`src/rtl/awbb_pkg.sv`:
```
`timescale 1ns / 1ps
`default_nettype none
// ----------------------------------------------------------------------------
// awbb_pkg
// Shared types and constants of the alpha-weighted 5x5 box blur.
// ----------------------------------------------------------------------------
package awbb_pkg;

  localparam int WIN = 5;

  typedef enum logic [1:0] {
    CFG_IMAGE_WIDTH  = 2'd0,
    CFG_IMAGE_HEIGHT = 2'd1
  } cfg_idx_t;

  typedef struct packed {
    logic [7:0] a;
    logic [7:0] b;
    logic [7:0] g;
    logic [7:0] r;
  } pix_t;

  typedef pix_t [WIN-1:0] col_t;

  // masked sums of one window column
  typedef struct packed {
    logic [2:0]  n;
    logic [10:0] a;
    logic [18:0] r;
    logic [18:0] g;
    logic [18:0] b;
  } csum_t;

  typedef enum logic [2:0] {
    S_IDLE,
    S_LOAD,
    S_SUM,
    S_ADD,
    S_DSTART,
    S_DIV,
    S_OUT
  } state_t;

endpackage
`default_nettype wire

```
`src/rtl/awbb_cell.sv`:
```
`timescale 1ns / 1ps
`default_nettype none
// ----------------------------------------------------------------------------
// awbb_cell
// One window column: holds five pixels, passes them to its neighbour on a
// shift and forms the masked alpha and weighted colour sums of the column.
// ----------------------------------------------------------------------------
module awbb_cell (
  input  wire                    clk,
  input  wire                    shift_en,
  input  wire                    calc_en,
  input  awbb_pkg::col_t         col_in,
  input  wire [awbb_pkg::WIN-1:0] row_ok,
  input  wire                    col_ok,
  output awbb_pkg::col_t         col_r,
  output awbb_pkg::csum_t        sum_r
);
  import awbb_pkg::*;

  csum_t sum_nxt;

  always_comb begin
    sum_nxt = '0;
    for (int i = 0; i < WIN; i++) begin
      if (row_ok[i] && col_ok) begin
        sum_nxt.n = sum_nxt.n + 3'd1;
        sum_nxt.a = sum_nxt.a + 11'(col_r[i].a);
        sum_nxt.r = sum_nxt.r + 19'({8'd0, col_r[i].r} * {8'd0, col_r[i].a});
        sum_nxt.g = sum_nxt.g + 19'({8'd0, col_r[i].g} * {8'd0, col_r[i].a});
        sum_nxt.b = sum_nxt.b + 19'({8'd0, col_r[i].b} * {8'd0, col_r[i].a});
      end
    end
  end

  always_ff @(posedge clk) begin
    if (shift_en) begin
      col_r <= col_in;
    end
    if (calc_en) begin
      sum_r <= sum_nxt;
    end
  end

endmodule
`default_nettype wire

```
`config.mk`:
```
export PLATFORM = sky130hd
export DESIGN_NAME = awbb_cell
export DESIGN_NICKNAME = d
export VERILOG_FILES = /design/src/rtl/awbb_pkg.sv /design/src/rtl/awbb_cell.sv
export SDC_FILE = /design/constraint.sdc
export NUM_CORES = 2
export LEC_CHECK = 0
export BUFFER_PORTS_ARGS = -buffer_cell sky130_fd_sc_hd__clkbuf_2
export CAP_MARGIN = 20
export CORE_ASPECT_RATIO = 0.75
export CORE_MARGIN = 1
export CORE_UTILIZATION = 63
export DETAILED_ROUTE_END_ITERATION = 10
export GPL_ROUTABILITY_DRIVEN = 1
export GPL_TIMING_DRIVEN = 0
export PLACE_DENSITY_LB_ADDON = 0.12
export SYNTH_ARGS = -nofsm -noshare
export SYNTH_HDL_FRONTEND = slang
export SYNTH_SLANG_ARGS = --single-unit
```
`constraint.sdc`:
```
create_clock -name clk -period 23.8 [get_ports clk]
set_input_delay 4.76 -clock clk [delete_from_list [all_inputs] [get_ports clk]]
set_output_delay 4.76 -clock clk [all_outputs]
set_load 0.01 [all_outputs]
```
; ---- Word level (Yosys, flattened, before mapping)
; Cells that the tools add are included.
[totals]
regBits = 231
inputBits = 169
output_inout_bits = 231
word_cells = 70
[op_classes]
addsub = 20
n_mul = 15
n_mux = 5
n_reduce_logical = 5
[op_table]
columns = operator, n
row1 = $mux W71, 4
row2 = $mul A8 B8 Y16, 15
row3 = $add A19 B16 Y19, 12
row4 = $mux W69, 1
row5 = $add A11 B8 Y11, 4
row6 = $add A3 B1 Y3 const B, 4
row7 = $logic_and A1 B1 Y1, 5

; ---- Logic depth before layout (Yosys ltp)
[logic_depth]
word_depth = 10
mapped_depth = 69
depth_no_buf = 68

; ---- Least setup slack after synthesis
; OpenSTA, ideal clock, no wires.
[synth_timing]
kind = input port to flip-flop
start = input row_ok[0] (netlist bit)
end = register sum_r[36] (netlist bit) (data pin)
setup_time_ps = 260
arrival_ps = 18583
required_ps = 23540
setup_slack_ps = 4957
stages = 59
n_path_buf = 3
path_cell_list = nand2_1 -> inv_1 -> clkbuf_1 -> clkbuf_1 -> buf_1 -> nand2_1 -> fa_1 -> fa_1 -> inv_1 -> fa_1 -> inv_1 -> fa_1 -> inv_1 -> ha_1 -> o21ai_0 -> a21oi_1 -> a21oi_1 -> a21oi_1 -> [... 23 more ...] -> a21oi_1 -> nor2_1 -> a21o_1 -> fa_1 -> inv_1 -> fa_1 -> fa_1 -> fa_1 -> ha_1 -> o21ai_0 -> a21oi_1 -> o211ai_1 -> nand2_1 -> a41o_1 -> o41a_1 -> a31oi_1 -> xnor2_1 -> mux2_2
[synth_rtl]
columns = item, line_no
row1 = from (decl), awbb_cell.sv:13  ; input wire [awbb_pkg::WIN-1:0] row_ok,
row2 = to (signal assigned), awbb_cell.sv:40  ; sum_r <= sum_nxt;
row3 = to (decl), awbb_cell.sv:16  ; output awbb_pkg::csum_t sum_r

==> results.sh <==
export IMPL_status="finished, final reports clean"
export IMPL_synth_cell_types=74
export IMPL_relSlewSlack_pct=23.7
export IMPL_ys_seq_elements=231
export IMPL_cpMaxStageDelayCell="clkbuf_1"
export IMPL_startpoint_type="input port"
export IMPL_synth_nets=6768
export IMPL_yosys_warnings=0
export IMPL_cp_arrival_ps=21740
export IMPL_final_setup_viol_count=0
export IMPL_synthArstFlopShare_pct=0
export IMPL_yosysMostFrequentCell="inv_1"
export IMPL_synth_top_cell_by_area="fa_1"
export IMPL_hold_path_class="reg2reg"
export IMPL_antenna_found_initial=7
export IMPL_crit_type="in2reg"
export IMPL_overflow=0
export IMPL_synth_top_family_by_area="adder cells"
export IMPL_fmax_mhz=46.9
export IMPL_synth_xor_area_share_pct=3.17
export IMPL_yosysSeqAreaShare_pct=14.5
export IMPL_root_buffer="clkbuf_16"
export IMPL_period_needed_ps=21340
export IMPL_cts_resized=0
export IMPL_timing_setup_tns_ps=0
export IMPL_syn_instance_count=5254
export IMPL_yosys_top_cells_area="fa_1 30%, ha_1 16%, edfxtp_1 14%, inv_1 8.1%, and2_1 6.5%"
export IMPL_rows=87
export IMPL_firstDrtPassIters=6
export IMPL_clk_path_buf_depth=3
export IMPL_maxSlewViolCount=0
export IMPL_multi_input_area_sq_um=36500
export IMPL_via_count=39044
export IMPL_die_area_sq_um=77100
export IMPL_end_kind="register"
export IMPL_fin_nets=7201
export IMPL_yosys_area_share_simple_pct=16.0
export IMPL_synth_compound_area_share_pct=9.21
export IMPL_finalClockSkew_ps=23.8
export IMPL_cts_setup_buffers=0
export IMPL_start_util_pct=63.6
export IMPL_synth_top_cells_by_count="1034 x inv_1, 715 x fa_1, 671 x nand2_1"
export IMPL_cts_tree="built"
export IMPL_grt_max_degree=96
export IMPL_ios=400
export IMPL_register_area_sq_um=6940
export IMPL_grt_pass1_vias=39159
export IMPL_io_buffers=399
export IMPL_synthMuxAreaShare_pct=1.58
export IMPL_area_growth_pct=9.12
export IMPL_ant_nets=0
export IMPL_syn_avg_cell_area_sq_um=9.11
export IMPL_grt_usage_pct=37.7
export IMPL_grt_pass1_wl_microns=219000
export IMPL_place_congestion=0.979
export IMPL_drc=0
export IMPL_tightestPinTransition_ps=1140
export IMPL_cpPeakStageDelay_ps=820
export IMPL_routed_wl_microns=142000
export IMPL_synth_top_flop_cell="edfxtp_1"
export IMPL_synthAdderAreaFrac_pct=46.4
export IMPL_syn_area_sq_um=47900
export IMPL_layout_drive_gt1_share_pct=9.34
export IMPL_synth_edf_count=231
export IMPL_clk_latency_ps=650
export IMPL_core_area_sq_um=75200
export IMPL_netlist_area_leader_share_pct=29.9
export IMPL_h_tree_depth=1
export IMPL_rsz0062_at_grt="false"
export IMPL_cts_num_sinks=231
export IMPL_cp_max_fo=10
export IMPL_cp_required_ps=24200
export IMPL_cpMostUsedCell="fa_1"
export IMPL_vias_per_cell=5.79
export IMPL_drv_cap=0
export IMPL_clkTransAtPathRegs_ps=70
export IMPL_wl_per_cell_microns=21.1
export IMPL_die_y_microns=241
export IMPL_postCtsHoldBufs=0
export IMPL_finalCritPeriodShare_pct=89.7
export IMPL_drt_first_iter_violations=4011
export IMPL_cts_buffers=29
export IMPL_hold_viol=0
export IMPL_fillCellCount=6222
export IMPL_fp_dieW_microns=320
export IMPL_hpwl_microns=120000
cells in the final DEF, fill, tap and decap left out, types with 25 or more instances in the layout:
cell type,netlist,layout
a211oi_1,35,35
a21o_1,74,74
a21oi_1,160,160
a31oi_1,25,25
and2_1,500,500
clkbuf_1,122,124
clkbuf_16,0,29
clkbuf_2,0,397
edfxtp_1,231,231
fa_1,715,715
ha_1,630,630
inv_1,1034,1034
mux2_2,53,53
nand2_1,671,671
nand2b_1,37,37
nor2_1,216,216
nor2b_1,26,26
nor3_1,43,43
o21a_1,57,57
o21ai_0,154,154
xnor2_1,106,106
xor2_1,67,67
stage by stage:
stage	setup slack (ps)	hold WS (ps)	instances	instance area [sq um]	util [%]
finish	2460	1090	6742	52200	69.4
detailed placement	2080	1060	6679	51200	68.1
global route	1670	1140	6736	52200	69.4
CTS	2730	1070	6732	52200	69.4
floorplan	4960	835	5254	47900	-
global placement	2280	1020	6676	51100	68.0
sequential cells by signal, summed over array words and instances (netlist names):
register,cells
col_r,160
sum_r,71
worst max-delay path, delay by kind of cell:
kind / cells / cell delay, ps
xor gates and xnor gates: 1 / 170
muxes: 1 / 270
and+or+nand+nor: 7 / 910
adders and majority gates: 20 / 9270
AOI/OAI and AO/OA: 14 / 3010
buffers and inverters: 15 / 3330
worst paths after layout:
kind / from / to / slack, ps / cells after the start
worst min register to register: col_r[136] / sum_r[19] / 1090 / 4
worst max register to register: col_r[26] / sum_r[54] / 5050 / 63
worst min-delay path: col_r[136] / sum_r[19] / 1090 / 4
worst max-delay path: row_ok[0] / sum_r[54] / 2460 / 58
routing by layer:
metal / share of wire [%] / up-vias / global-route usage, %
met1: 42 / 19295 / 53.9
li1: - / 17582 / -
met2: 41 / 1956 / 55.4
met4: 2.7 / 0 / 9.82
met3: 14 / 211 / 12.2
met5: 0 / - / 0
cell type report:
cell class / count / share of cell area, %
antenna: 10 / 0.0479
buffer: 138 / 0.994
clock buffer: 31 / 1.40
clock inverter: 22 / 0.491
inverter: 1035 / 7.44
multi-input combinational: 3850 / 69.9
sequential: 231 / 13.3
tap: 1023 / 2.45
timing repair buffer: 402 / 3.97
cells by family after synthesis:
kind of cell	Yosys count
compound gates	678
fa+ha+maj	1345
mux	69
xor+xnor	173
buf+inv	1173
flops	231
simple gates	1585
Power is not shown: default switching activity piles up to over one toggle a cycle in this logic, so the estimate is an artifact.
