File: src/rtl/awbb_div.sv
`timescale 1ns / 1ps
`default_nettype none
// ----------------------------------------------------------------------------
// awbb_div
// Restoring divider, one quotient bit a cycle, eight-bit quotient.
// ----------------------------------------------------------------------------
module awbb_div (
  input  wire        clk,
  input  wire        rst_n,
  input  wire        start,
  input  wire [20:0] dividend,
  input  wire [12:0] divisor,
  output logic [7:0] quot_r,
  output logic       done_r
);
  logic [20:0] rem_r;
  logic [20:0] dsh_r;
  logic [2:0]  step_r;
  logic        busy_r;
  logic        take;

  assign take = (rem_r >= dsh_r);

  always_ff @(posedge clk) begin
    if (!rst_n) begin
      busy_r <= 1'b0;
      done_r <= 1'b0;
      step_r <= '0;
    end else begin
      done_r <= 1'b0;
      if (start) begin
        busy_r <= 1'b1;
        step_r <= 3'd7;
      end else if (busy_r) begin
        step_r <= step_r - 3'd1;
        if (step_r == 3'd0) begin
          busy_r <= 1'b0;
          done_r <= 1'b1;
        end
      end
    end
  end

  always_ff @(posedge clk) begin
    if (start) begin
      rem_r  <= dividend;
      dsh_r  <= {1'b0, divisor, 7'd0};
      quot_r <= '0;
    end else if (busy_r) begin
      if (take) begin
        rem_r <= rem_r - dsh_r;
      end
      quot_r <= {quot_r[6:0], take};
      dsh_r  <= {1'b0, dsh_r[20:1]};
    end
  end

endmodule
`default_nettype wire

File: config.mk
export PLATFORM = sky130hd
export DESIGN_NAME = awbb_div
export DESIGN_NICKNAME = d
export VERILOG_FILES = /design/src/rtl/awbb_div.sv
export SDC_FILE = /design/constraint.sdc
export NUM_CORES = 1
export LEC_CHECK = 0
export BUFFER_PORTS_ARGS = -buffer_cell sky130_fd_sc_hd__buf_2
export CAP_MARGIN = 20
export CORE_MARGIN = 2
export CORE_UTILIZATION = 45
export CTS_BUF_LIST = sky130_fd_sc_hd__clkbuf_4 sky130_fd_sc_hd__clkbuf_8
export CTS_CLUSTER_DIAMETER = 30
export DETAILED_ROUTE_END_ITERATION = 8
export SYNTH_ARGS = -nofsm -noshare
export SYNTH_HDL_FRONTEND = slang
export SYNTH_SLANG_ARGS = --single-unit
File: constraint.sdc
create_clock -name clk -period 2.7 [get_ports clk]
set_input_delay 0.405 -clock clk [delete_from_list [all_inputs] [get_ports clk]]
set_output_delay 0.405 -clock clk [all_outputs]
set_load 0.01 [all_outputs]
After elaboration in Yosys (flattened, before gate mapping)
Index checks and enable logic that the tools add are counted.
Operators by class
  $add $sub $neg: 2
  $lt $le $gt $ge: 1
  mux-type cells: 11
  bitwise logic cells: 2
  reduce and logical (&&, ||, !) cells: 5
Operator list (number)
  21-bit 2-to-1 mux: 3
  20-bit 2-to-1 mux: 2
  21-bit by 20-bit greater-or-equal comparator with 1-bit output: 1
  21-bit by 20-bit subtractor with 21-bit output: 1
  3-bit 2-to-1 mux: 2
  1-bit 2-to-1 mux: 4
  2-bit nonzero test: 2
  3-bit logical NOT: 1
  3-bit OR reduction: 1
  3-bit by 1-bit subtractor with 3-bit output, second input constant: 1
  1-bit NOT: 2
  2-bit AND reduction: 1
Storage, ports and cells
  bits in registers: 54
  input bits: 37
  output and inout bits: 9
  word-level logic and storage cells: 28

Logic depth before layout (Yosys ltp)
Gate-level depths: netlist of the first run.
  depth in word-level cells: 4
  mapped depth: 10
  gate-level depth less buffers: 9

Worst setup path after synthesis of the first run
OpenSTA, ideal clock, no wires.
  path type: flip-flop to flip-flop
  from: register rem_r[17]
  to: register rem_r[0], enable pin
  setup time: 378 ps
  arrival time: 2157 ps
  data required time: 2322 ps
  path slack: 165 ps
  cell stages (with the launch flop): 10
  path buffers: 2
  clock period less this slack: 2535 ps
  cells stage by stage: edfxtp_1 > ha_1 > buf_2 > and2_1 > clkbuf_1 > nand2_1 > or3_1 > a31oi_1 > o21ai_1 > nand2_1
On the way
  cells in the longest elaborated chain, start to end: 3
Ends and longest elaborated chain
  start: declaration: RTL line 16  | logic [20:0] rem_r;
  start signal: assignment: RTL line 46  | rem_r <= dividend;
  start signal: assignment: RTL line 51  | rem_r <= rem_r - dsh_r;
  21-bit by 20-bit greater-or-equal comparator with 1-bit output: RTL line 22  | assign take = (rem_r >= dsh_r);
  2-bit nonzero test (no line)
  2-bit AND reduction (no line)
No other way between the ends.
A chain may end at the register's enable or synchronous reset.

Worst setup path after layout of the first run
  from: register rem_r[0]
  to: register rem_r[14] (data pin)
On the way
  cells in the longest elaborated chain, start to end: 4
Ends and longest elaborated chain
  21-bit by 20-bit subtractor with 21-bit output: RTL line 51
  21-bit 2-to-1 mux: RTL line 50  | if (take) begin
  21-bit 2-to-1 mux: RTL line 49  | end else if (busy_r) begin
  21-bit 2-to-1 mux: RTL line 45  | if (start) begin
No other way between the ends. The select of a mux whose other input is x is not followed.

==> impl_metrics.ini, run 1 <==
[setup_path]
required_ns = 2.76
critPathMostFrequentCell = o31a_1
cp_slowest_cell = fa_1
reg2regPathDepth = 9
crit_path_start_kind = register
crit_path_end_kind = register
crit_arrival_ns = 2.61
cp_max_fo = 4
critPathKind = register to register
slowest_delay_ns = 0.42
worstPathCellList = inv_1 -> ha_1 -> fa_1 -> nor2b_1 -> o31a_1 -> o31a_1 -> nor4b_1 -> o21a_1 -> o31ai_1

[drt]
first_iter_violations = 192
num_vias = 2868
via_per_inst = 5.46
drtPass1Iterations = 5
wire_per_inst_um = 15.1
postRouteAntennaNets = 0
drc = 0
wirelength_mm = 7.90

[cts]
cts-root-buf = clkbuf_8
cts_made_buffers = 5
cts_tree = built
cts_max_level = 2
clock_latency_ns = 0.31
clock_path_buffers = 2
hold_buffers = 0
cts_sinks = 54
path_clk_slew_ns = 0.10

[global_route]
gr-usage-met2 = 0.292
grt_pass1_wl_mm = 13.2
grt_max_degree = 31
grt_util_met1 = 0.291
antenna_found_initial = 0
busiest_layer = met2
grt_pass1_vias = 2744
gr-total-overflow = 0
grt_use_total = 0.197
use_met3 = 0.0390

[power]
peakVddDrop_uv = 281
p_leak_nw = 1.63
powerDensity_nw_per_um2 = 686

[die]
rows = 31
coreArea_um2 = 7290
die_x_um = 91.0
die_area_um2 = 8290
die_y_um = 91.0
start_util = 0.467
ios = 46

[timing]
fmax_mhz = 393
rsz0062_at_grt = false
worstMarginPinSlew_ns = 0.478
slew_headroom = 0.680
tns_ns = 0
final_max_slew_viol_count = 0
period_share = 0.943
finalSetupViolCount = 0
skew_ns = 0.00646
hold_violations = 0
period_needed_ns = 2.55

[place]
gp_congestion = 0.855
hpwlAfterDp_mm = 5.95
numPortBuffers = 45
placed_area_um2 = 3770

[yosys]
ys_ff_latch = 54
avgSynthCellArea_um2 = 8.97
ys_warn_count = 0
netlist_area_um2 = 3410
syn_inst = 380
syn_nets = 440
ys_types = 48
ys_seq_area_frac = 0.417

[job]
maxCapViolCount = 0

[min_path]
holdPathStages = 2
hold_path_class = input pin to register

[outcome]
outcome = finished, final reports clean

[final_layout]
fillers = 708
final_nets = 485
antenna_cells = 0
drive_above_1_share = 0.164
fin_area_um2 = 3860
synthToLayoutAreaGrowth_pct = 13.3
[routing by layer]
metal	vias to the layer above	wire, um
li1	1459	-
met1	1320	4030
met2	83	3330
met3	6	452
met4	0	99
met5	-	0
[cells in the mapped netlist (all sizes together)]
cell type | number | share of area
a211o | 3 | 0.0077
nor3 | 8 | 0.012
or2 | 2 | 0.0037
a22o | 4 | 0.010
a211oi | 4 | 0.0088
and4 | 1 | 0.0026
o31ai | 9 | 0.023
and3 | 3 | 0.0055
and2 | 2 | 0.0037
xnor2 | 5 | 0.013
o21ai | 32 | 0.047
and3b | 1 | 0.0026
a41oi | 2 | 0.0051
nand4 | 4 | 0.0092
o2111ai | 1 | 0.0026
nor2b | 6 | 0.011
nor2 | 25 | 0.028
nor4b | 1 | 0.0026
o211ai | 3 | 0.0066
dfxtp | 20 | 0.12
mux2i | 15 | 0.044
a21oi | 17 | 0.027
clkbuf | 12 | 0.013
xor2 | 4 | 0.010
o31a | 4 | 0.010
edfxtp | 34 | 0.30
nor4 | 3 | 0.0055
fa | 1 | 0.0059
a31oi | 2 | 0.0037
o22ai | 4 | 0.0073
buf | 6 | 0.0077
a21o | 5 | 0.011
nand3 | 11 | 0.016
inv | 29 | 0.032
or3 | 2 | 0.0037
o21a | 9 | 0.020
nand2 | 53 | 0.058
o21bai | 1 | 0.0022
nand2b | 5 | 0.0092
ha | 22 | 0.081
a21boi | 5 | 0.011
[where the power goes]
group          total [mW]  switching (mW)  internal [mW]
clock               0.482           0.286          0.196
combinational        1.09           0.636          0.456
sequential           1.08          0.0584           1.02
total                2.65           0.980           1.67
[flip-flops by register name (all words and copies together), names as in the netlist]
name / cells
dsh_r: 20
quot_r: 8
done_r: 1
step_r: 3
busy_r: 1
rem_r: 21
[area by class of cell]
type                            instances  area [um^2]  area share
Multi-Input combinational cell        279         1810       0.468
Inverter                               29          109      0.0282
Clock buffer                            6         76.3      0.0198
Tap cell                               99          124      0.0321
Timing Repair Buffer                   56          312      0.0807
Sequential cell                        54         1420       0.368
Clock inverter                          2         13.8     0.00356
[path summary, 6_finish.rpt]
path                             startpoint        end  slack [ns]
worst min register to register    quot_r[7]  quot_r[7]        0.50
worst max register to register     rem_r[0]  rem_r[14]        0.15
worst min-delay path            dividend[4]   rem_r[4]        0.36
worst max-delay path               rem_r[0]  rem_r[14]        0.15
[cells in the final DEF (no fill, tap or decap), types with 4 or more instances in the layout]
cell type	n
a211oi_1	4
a21boi_0	4
a21o_1	5
a21oi_1	15
a22o_1	4
buf_2	45
buf_4	10
clkbuf_8	5
dfxtp_1	20
edfxtp_1	34
ha_1	22
inv_1	29
mux2i_1	15
nand2_1	53
nand2b_1	5
nand3_1	11
nor2_1	25
nor2b_1	6
nor3_1	8
o21a_1	9
o21ai_0	28
o21ai_1	4
o22ai_1	4
o31a_1	4
o31ai_1	7
xnor2_1	5
xor2_1	4
[cells by family after synthesis]
kind of cell	count (synthesis)	share of synthesized area
AND/OR/NAND/NOR	127	0.173
AO/OA/AOI/OAI	105	0.203
flip-flops	54	0.417
buffers and inverters	47	0.0529
adder cells (fa/ha/maj)	23	0.0866
multiplexers	15	0.0441
XOR/XNOR	9	0.0231
[critical path: cells and delay by family, from the launching register on]
family,cells,cell delay (ns)
buffers and inverters,1,0.04
DFF,1,0.33
and+or+nand+nor,2,0.56
AOI/OAI and AO/OA,4,0.73
adders and majority gates,2,0.63
[stage by stage]
step                worst slack, ns  power [mW]  utilization  instances  hold WS, ns
floorplan                     0.165        1.91            -        380        0.465
global placement              0.181        2.17        0.517        517        0.476
detailed placement            0.199        2.17        0.517        517        0.480
CTS                           0.171        2.65        0.529        525        0.355
global route                 0.0128        2.83        0.530        525        0.368
finish                        0.155        2.65        0.530        525        0.361
[what timing repair did]
| action | 4_1_cts | 5_1_grt |
|---|---|---|
| buffers inserted | 0 | 0 |
| endpoints found under the setup margin | 0 | 11 |
| gates resized for setup | 0 | 1 |
Note: power is estimated with default switching activity, not from simulation.
==> run 2: changes to the inputs <==
--- a/config.mk
+++ b/config.mk
@@ -7,7 +7,6 @@
 export LEC_CHECK = 0
 export BUFFER_PORTS_ARGS = -buffer_cell sky130_fd_sc_hd__buf_2
 export CAP_MARGIN = 20
-export CORE_MARGIN = 2
 export CORE_UTILIZATION = 45
 export CTS_BUF_LIST = sky130_fd_sc_hd__clkbuf_4 sky130_fd_sc_hd__clkbuf_8
 export CTS_CLUSTER_DIAMETER = 30
==> run 2 against run 1 <==
Effect of this change: clock power up 21%; setup slack got worse by 0.019 ns; clock skew rose by 0.0024 ns; final area up 0.91%; non-clock buffer count increased by 1; final cell count up 0.19%; sequential power hardly changed; critical path depth unchanged; largest cell class unchanged; highest routed layer unchanged.
==> impl_metrics.ini, run 2 (synthesis gave the netlist of run 1 again) <==
[outcome]
outcome = finished, final reports clean

[die]
rows = 31
die_area_um2 = 7930
start_util = 0.467
die_y_um = 89.0
coreArea_um2 = 7290
die_x_um = 89.0
ios = 46

[timing]
final_max_slew_viol_count = 0
tns_ns = 0
slew_headroom = 0.630
fmax_mhz = 390
fin_hold_ws_ns = 0.359
period_share = 0.950
skew_ns = 0.00890
period_needed_ns = 2.56
hold_violations = 0
fin_ws_ns = 0.135
worstMarginPinSlew_ns = 0.554
finalSetupViolCount = 0

[final_layout]
fin_util = 0.534
antenna_cells = 0
final_nets = 486
largest-register = rem_r
finalNonFillerCells = 526
largest_reg_flops = 21
top_regs = rem_r: 21 flops, dsh_r: 20 flops, quot_r: 8 flops
layout_commonest_cell = nand2_1
most-common-layout-cells = nand2_1, buf_2, edfxtp_1, inv_1, o21ai_0
synthToLayoutAreaGrowth_pct = 14.4
drive_above_1_share = 0.169

[global_route]
gr-total-overflow = 0
gr-usage-met2 = 0.324
grt_pass1_wl_mm = 12.9
grt_use_total = 0.215
use_met3 = 0.0462
grt_max_degree = 32
busiest_layer = met2
grt_pass1_vias = 2598
antenna_found_initial = 0
grt_util_met1 = 0.318

[cts]
cts_made_buffers = 5
cts_tree = built
cts_max_level = 2
cts-root-buf = clkbuf_8
path_clk_slew_ns = 0.11
clock_path_buffers = 2
cts_sinks = 54
cts_resized = 0
clock_latency_ns = 0.31
hold_buffers = 0
post-cts-setup-buffer-count = 0

[place]
placed_cells = 518
hpwlAfterDp_mm = 6.02
place_ws_ns = 0.0469
gp_congestion = 0.906
numPortBuffers = 45

[setup_path]
worst-path-buf-inv = 1
worstPathCellList = inv_1 -> ha_1 -> fa_1 -> nor2b_1 -> o31a_1 -> o31a_1 -> nor4b_2 -> nor3_1 -> o31ai_1
crit_arrival_ns = 2.69
crit_path_start_kind = register
crit_path_end_kind = register
critPathMostFrequentCell = o31a_1
required_ns = 2.83
critPathKind = register to register
slowest_delay_ns = 0.43
cp_top_family = compound AO/OA/AOI/OAI gates
cp_slowest_cell = fa_1
cp_max_fo = 4

[drt]
wirelength_mm = 8.08
drtPass1Iterations = 4
num_vias = 2850
via_per_inst = 5.42
postRouteAntennaNets = 0
wire_per_inst_um = 15.4
first_iter_violations = 201
drc = 0

[min_path]
hold_path_class = input pin to register

[power]
powerDensity_nw_per_um2 = 710
peakVddDrop_uv = 335
p_leak_nw = 1.64

[job]
maxCapViolCount = 0
[run 2: cell type report]
| type | instances | area, um^2 |
|---|---|---|
| clock buffers | 6 | 76.3 |
| flip-flops and latches | 54 | 1420 |
| well taps | 99 | 124 |
| repair buffers | 57 | 315 |
| clock inverters | 2 | 38.8 |
| multi-input cells | 279 | 1810 |
| inverters | 29 | 109 |
| fillers | 701 | 3390 |
[run 2: path summary, 6_finish.rpt]
check / from / to / slack (ns) / cells past startpoint
worst max-delay path: rem_r[0] / rem_r[14] / 0.14 / 9
worst min register to register: quot_r[7] / quot_r[7] / 0.51 / 2
worst max register to register: rem_r[0] / rem_r[14] / 0.14 / 9
worst min-delay path: dividend[4] / rem_r[4] / 0.36 / 2
[run 2: layer usage]
| layer | up-vias | part of all wire |
|---|---|---|
| met2 | 80 | 0.43 |
| met1 | 1303 | 0.51 |
| li1 | 1460 | - |
| met4 | 0 | 0.0054 |
| met5 | - | 0 |
| met3 | 7 | 0.061 |
[run 2: stage by stage]
step	power [mW]	area, um^2
3_3_place_gp	2.17	3780
6_report	2.77	3900
2_1_floorplan	1.91	3410
3_5_place_dp	2.18	3780
5_1_grt	2.95	3900
4_1_cts	2.76	3890
[run 2: power by group]
part	internal [mW]	switching (mW)	total, mW
Clock	0.289	0.292	0.582
Sequential	1.02	0.0602	1.08
Combinational	0.462	0.645	1.11
Total	1.77	0.997	2.77
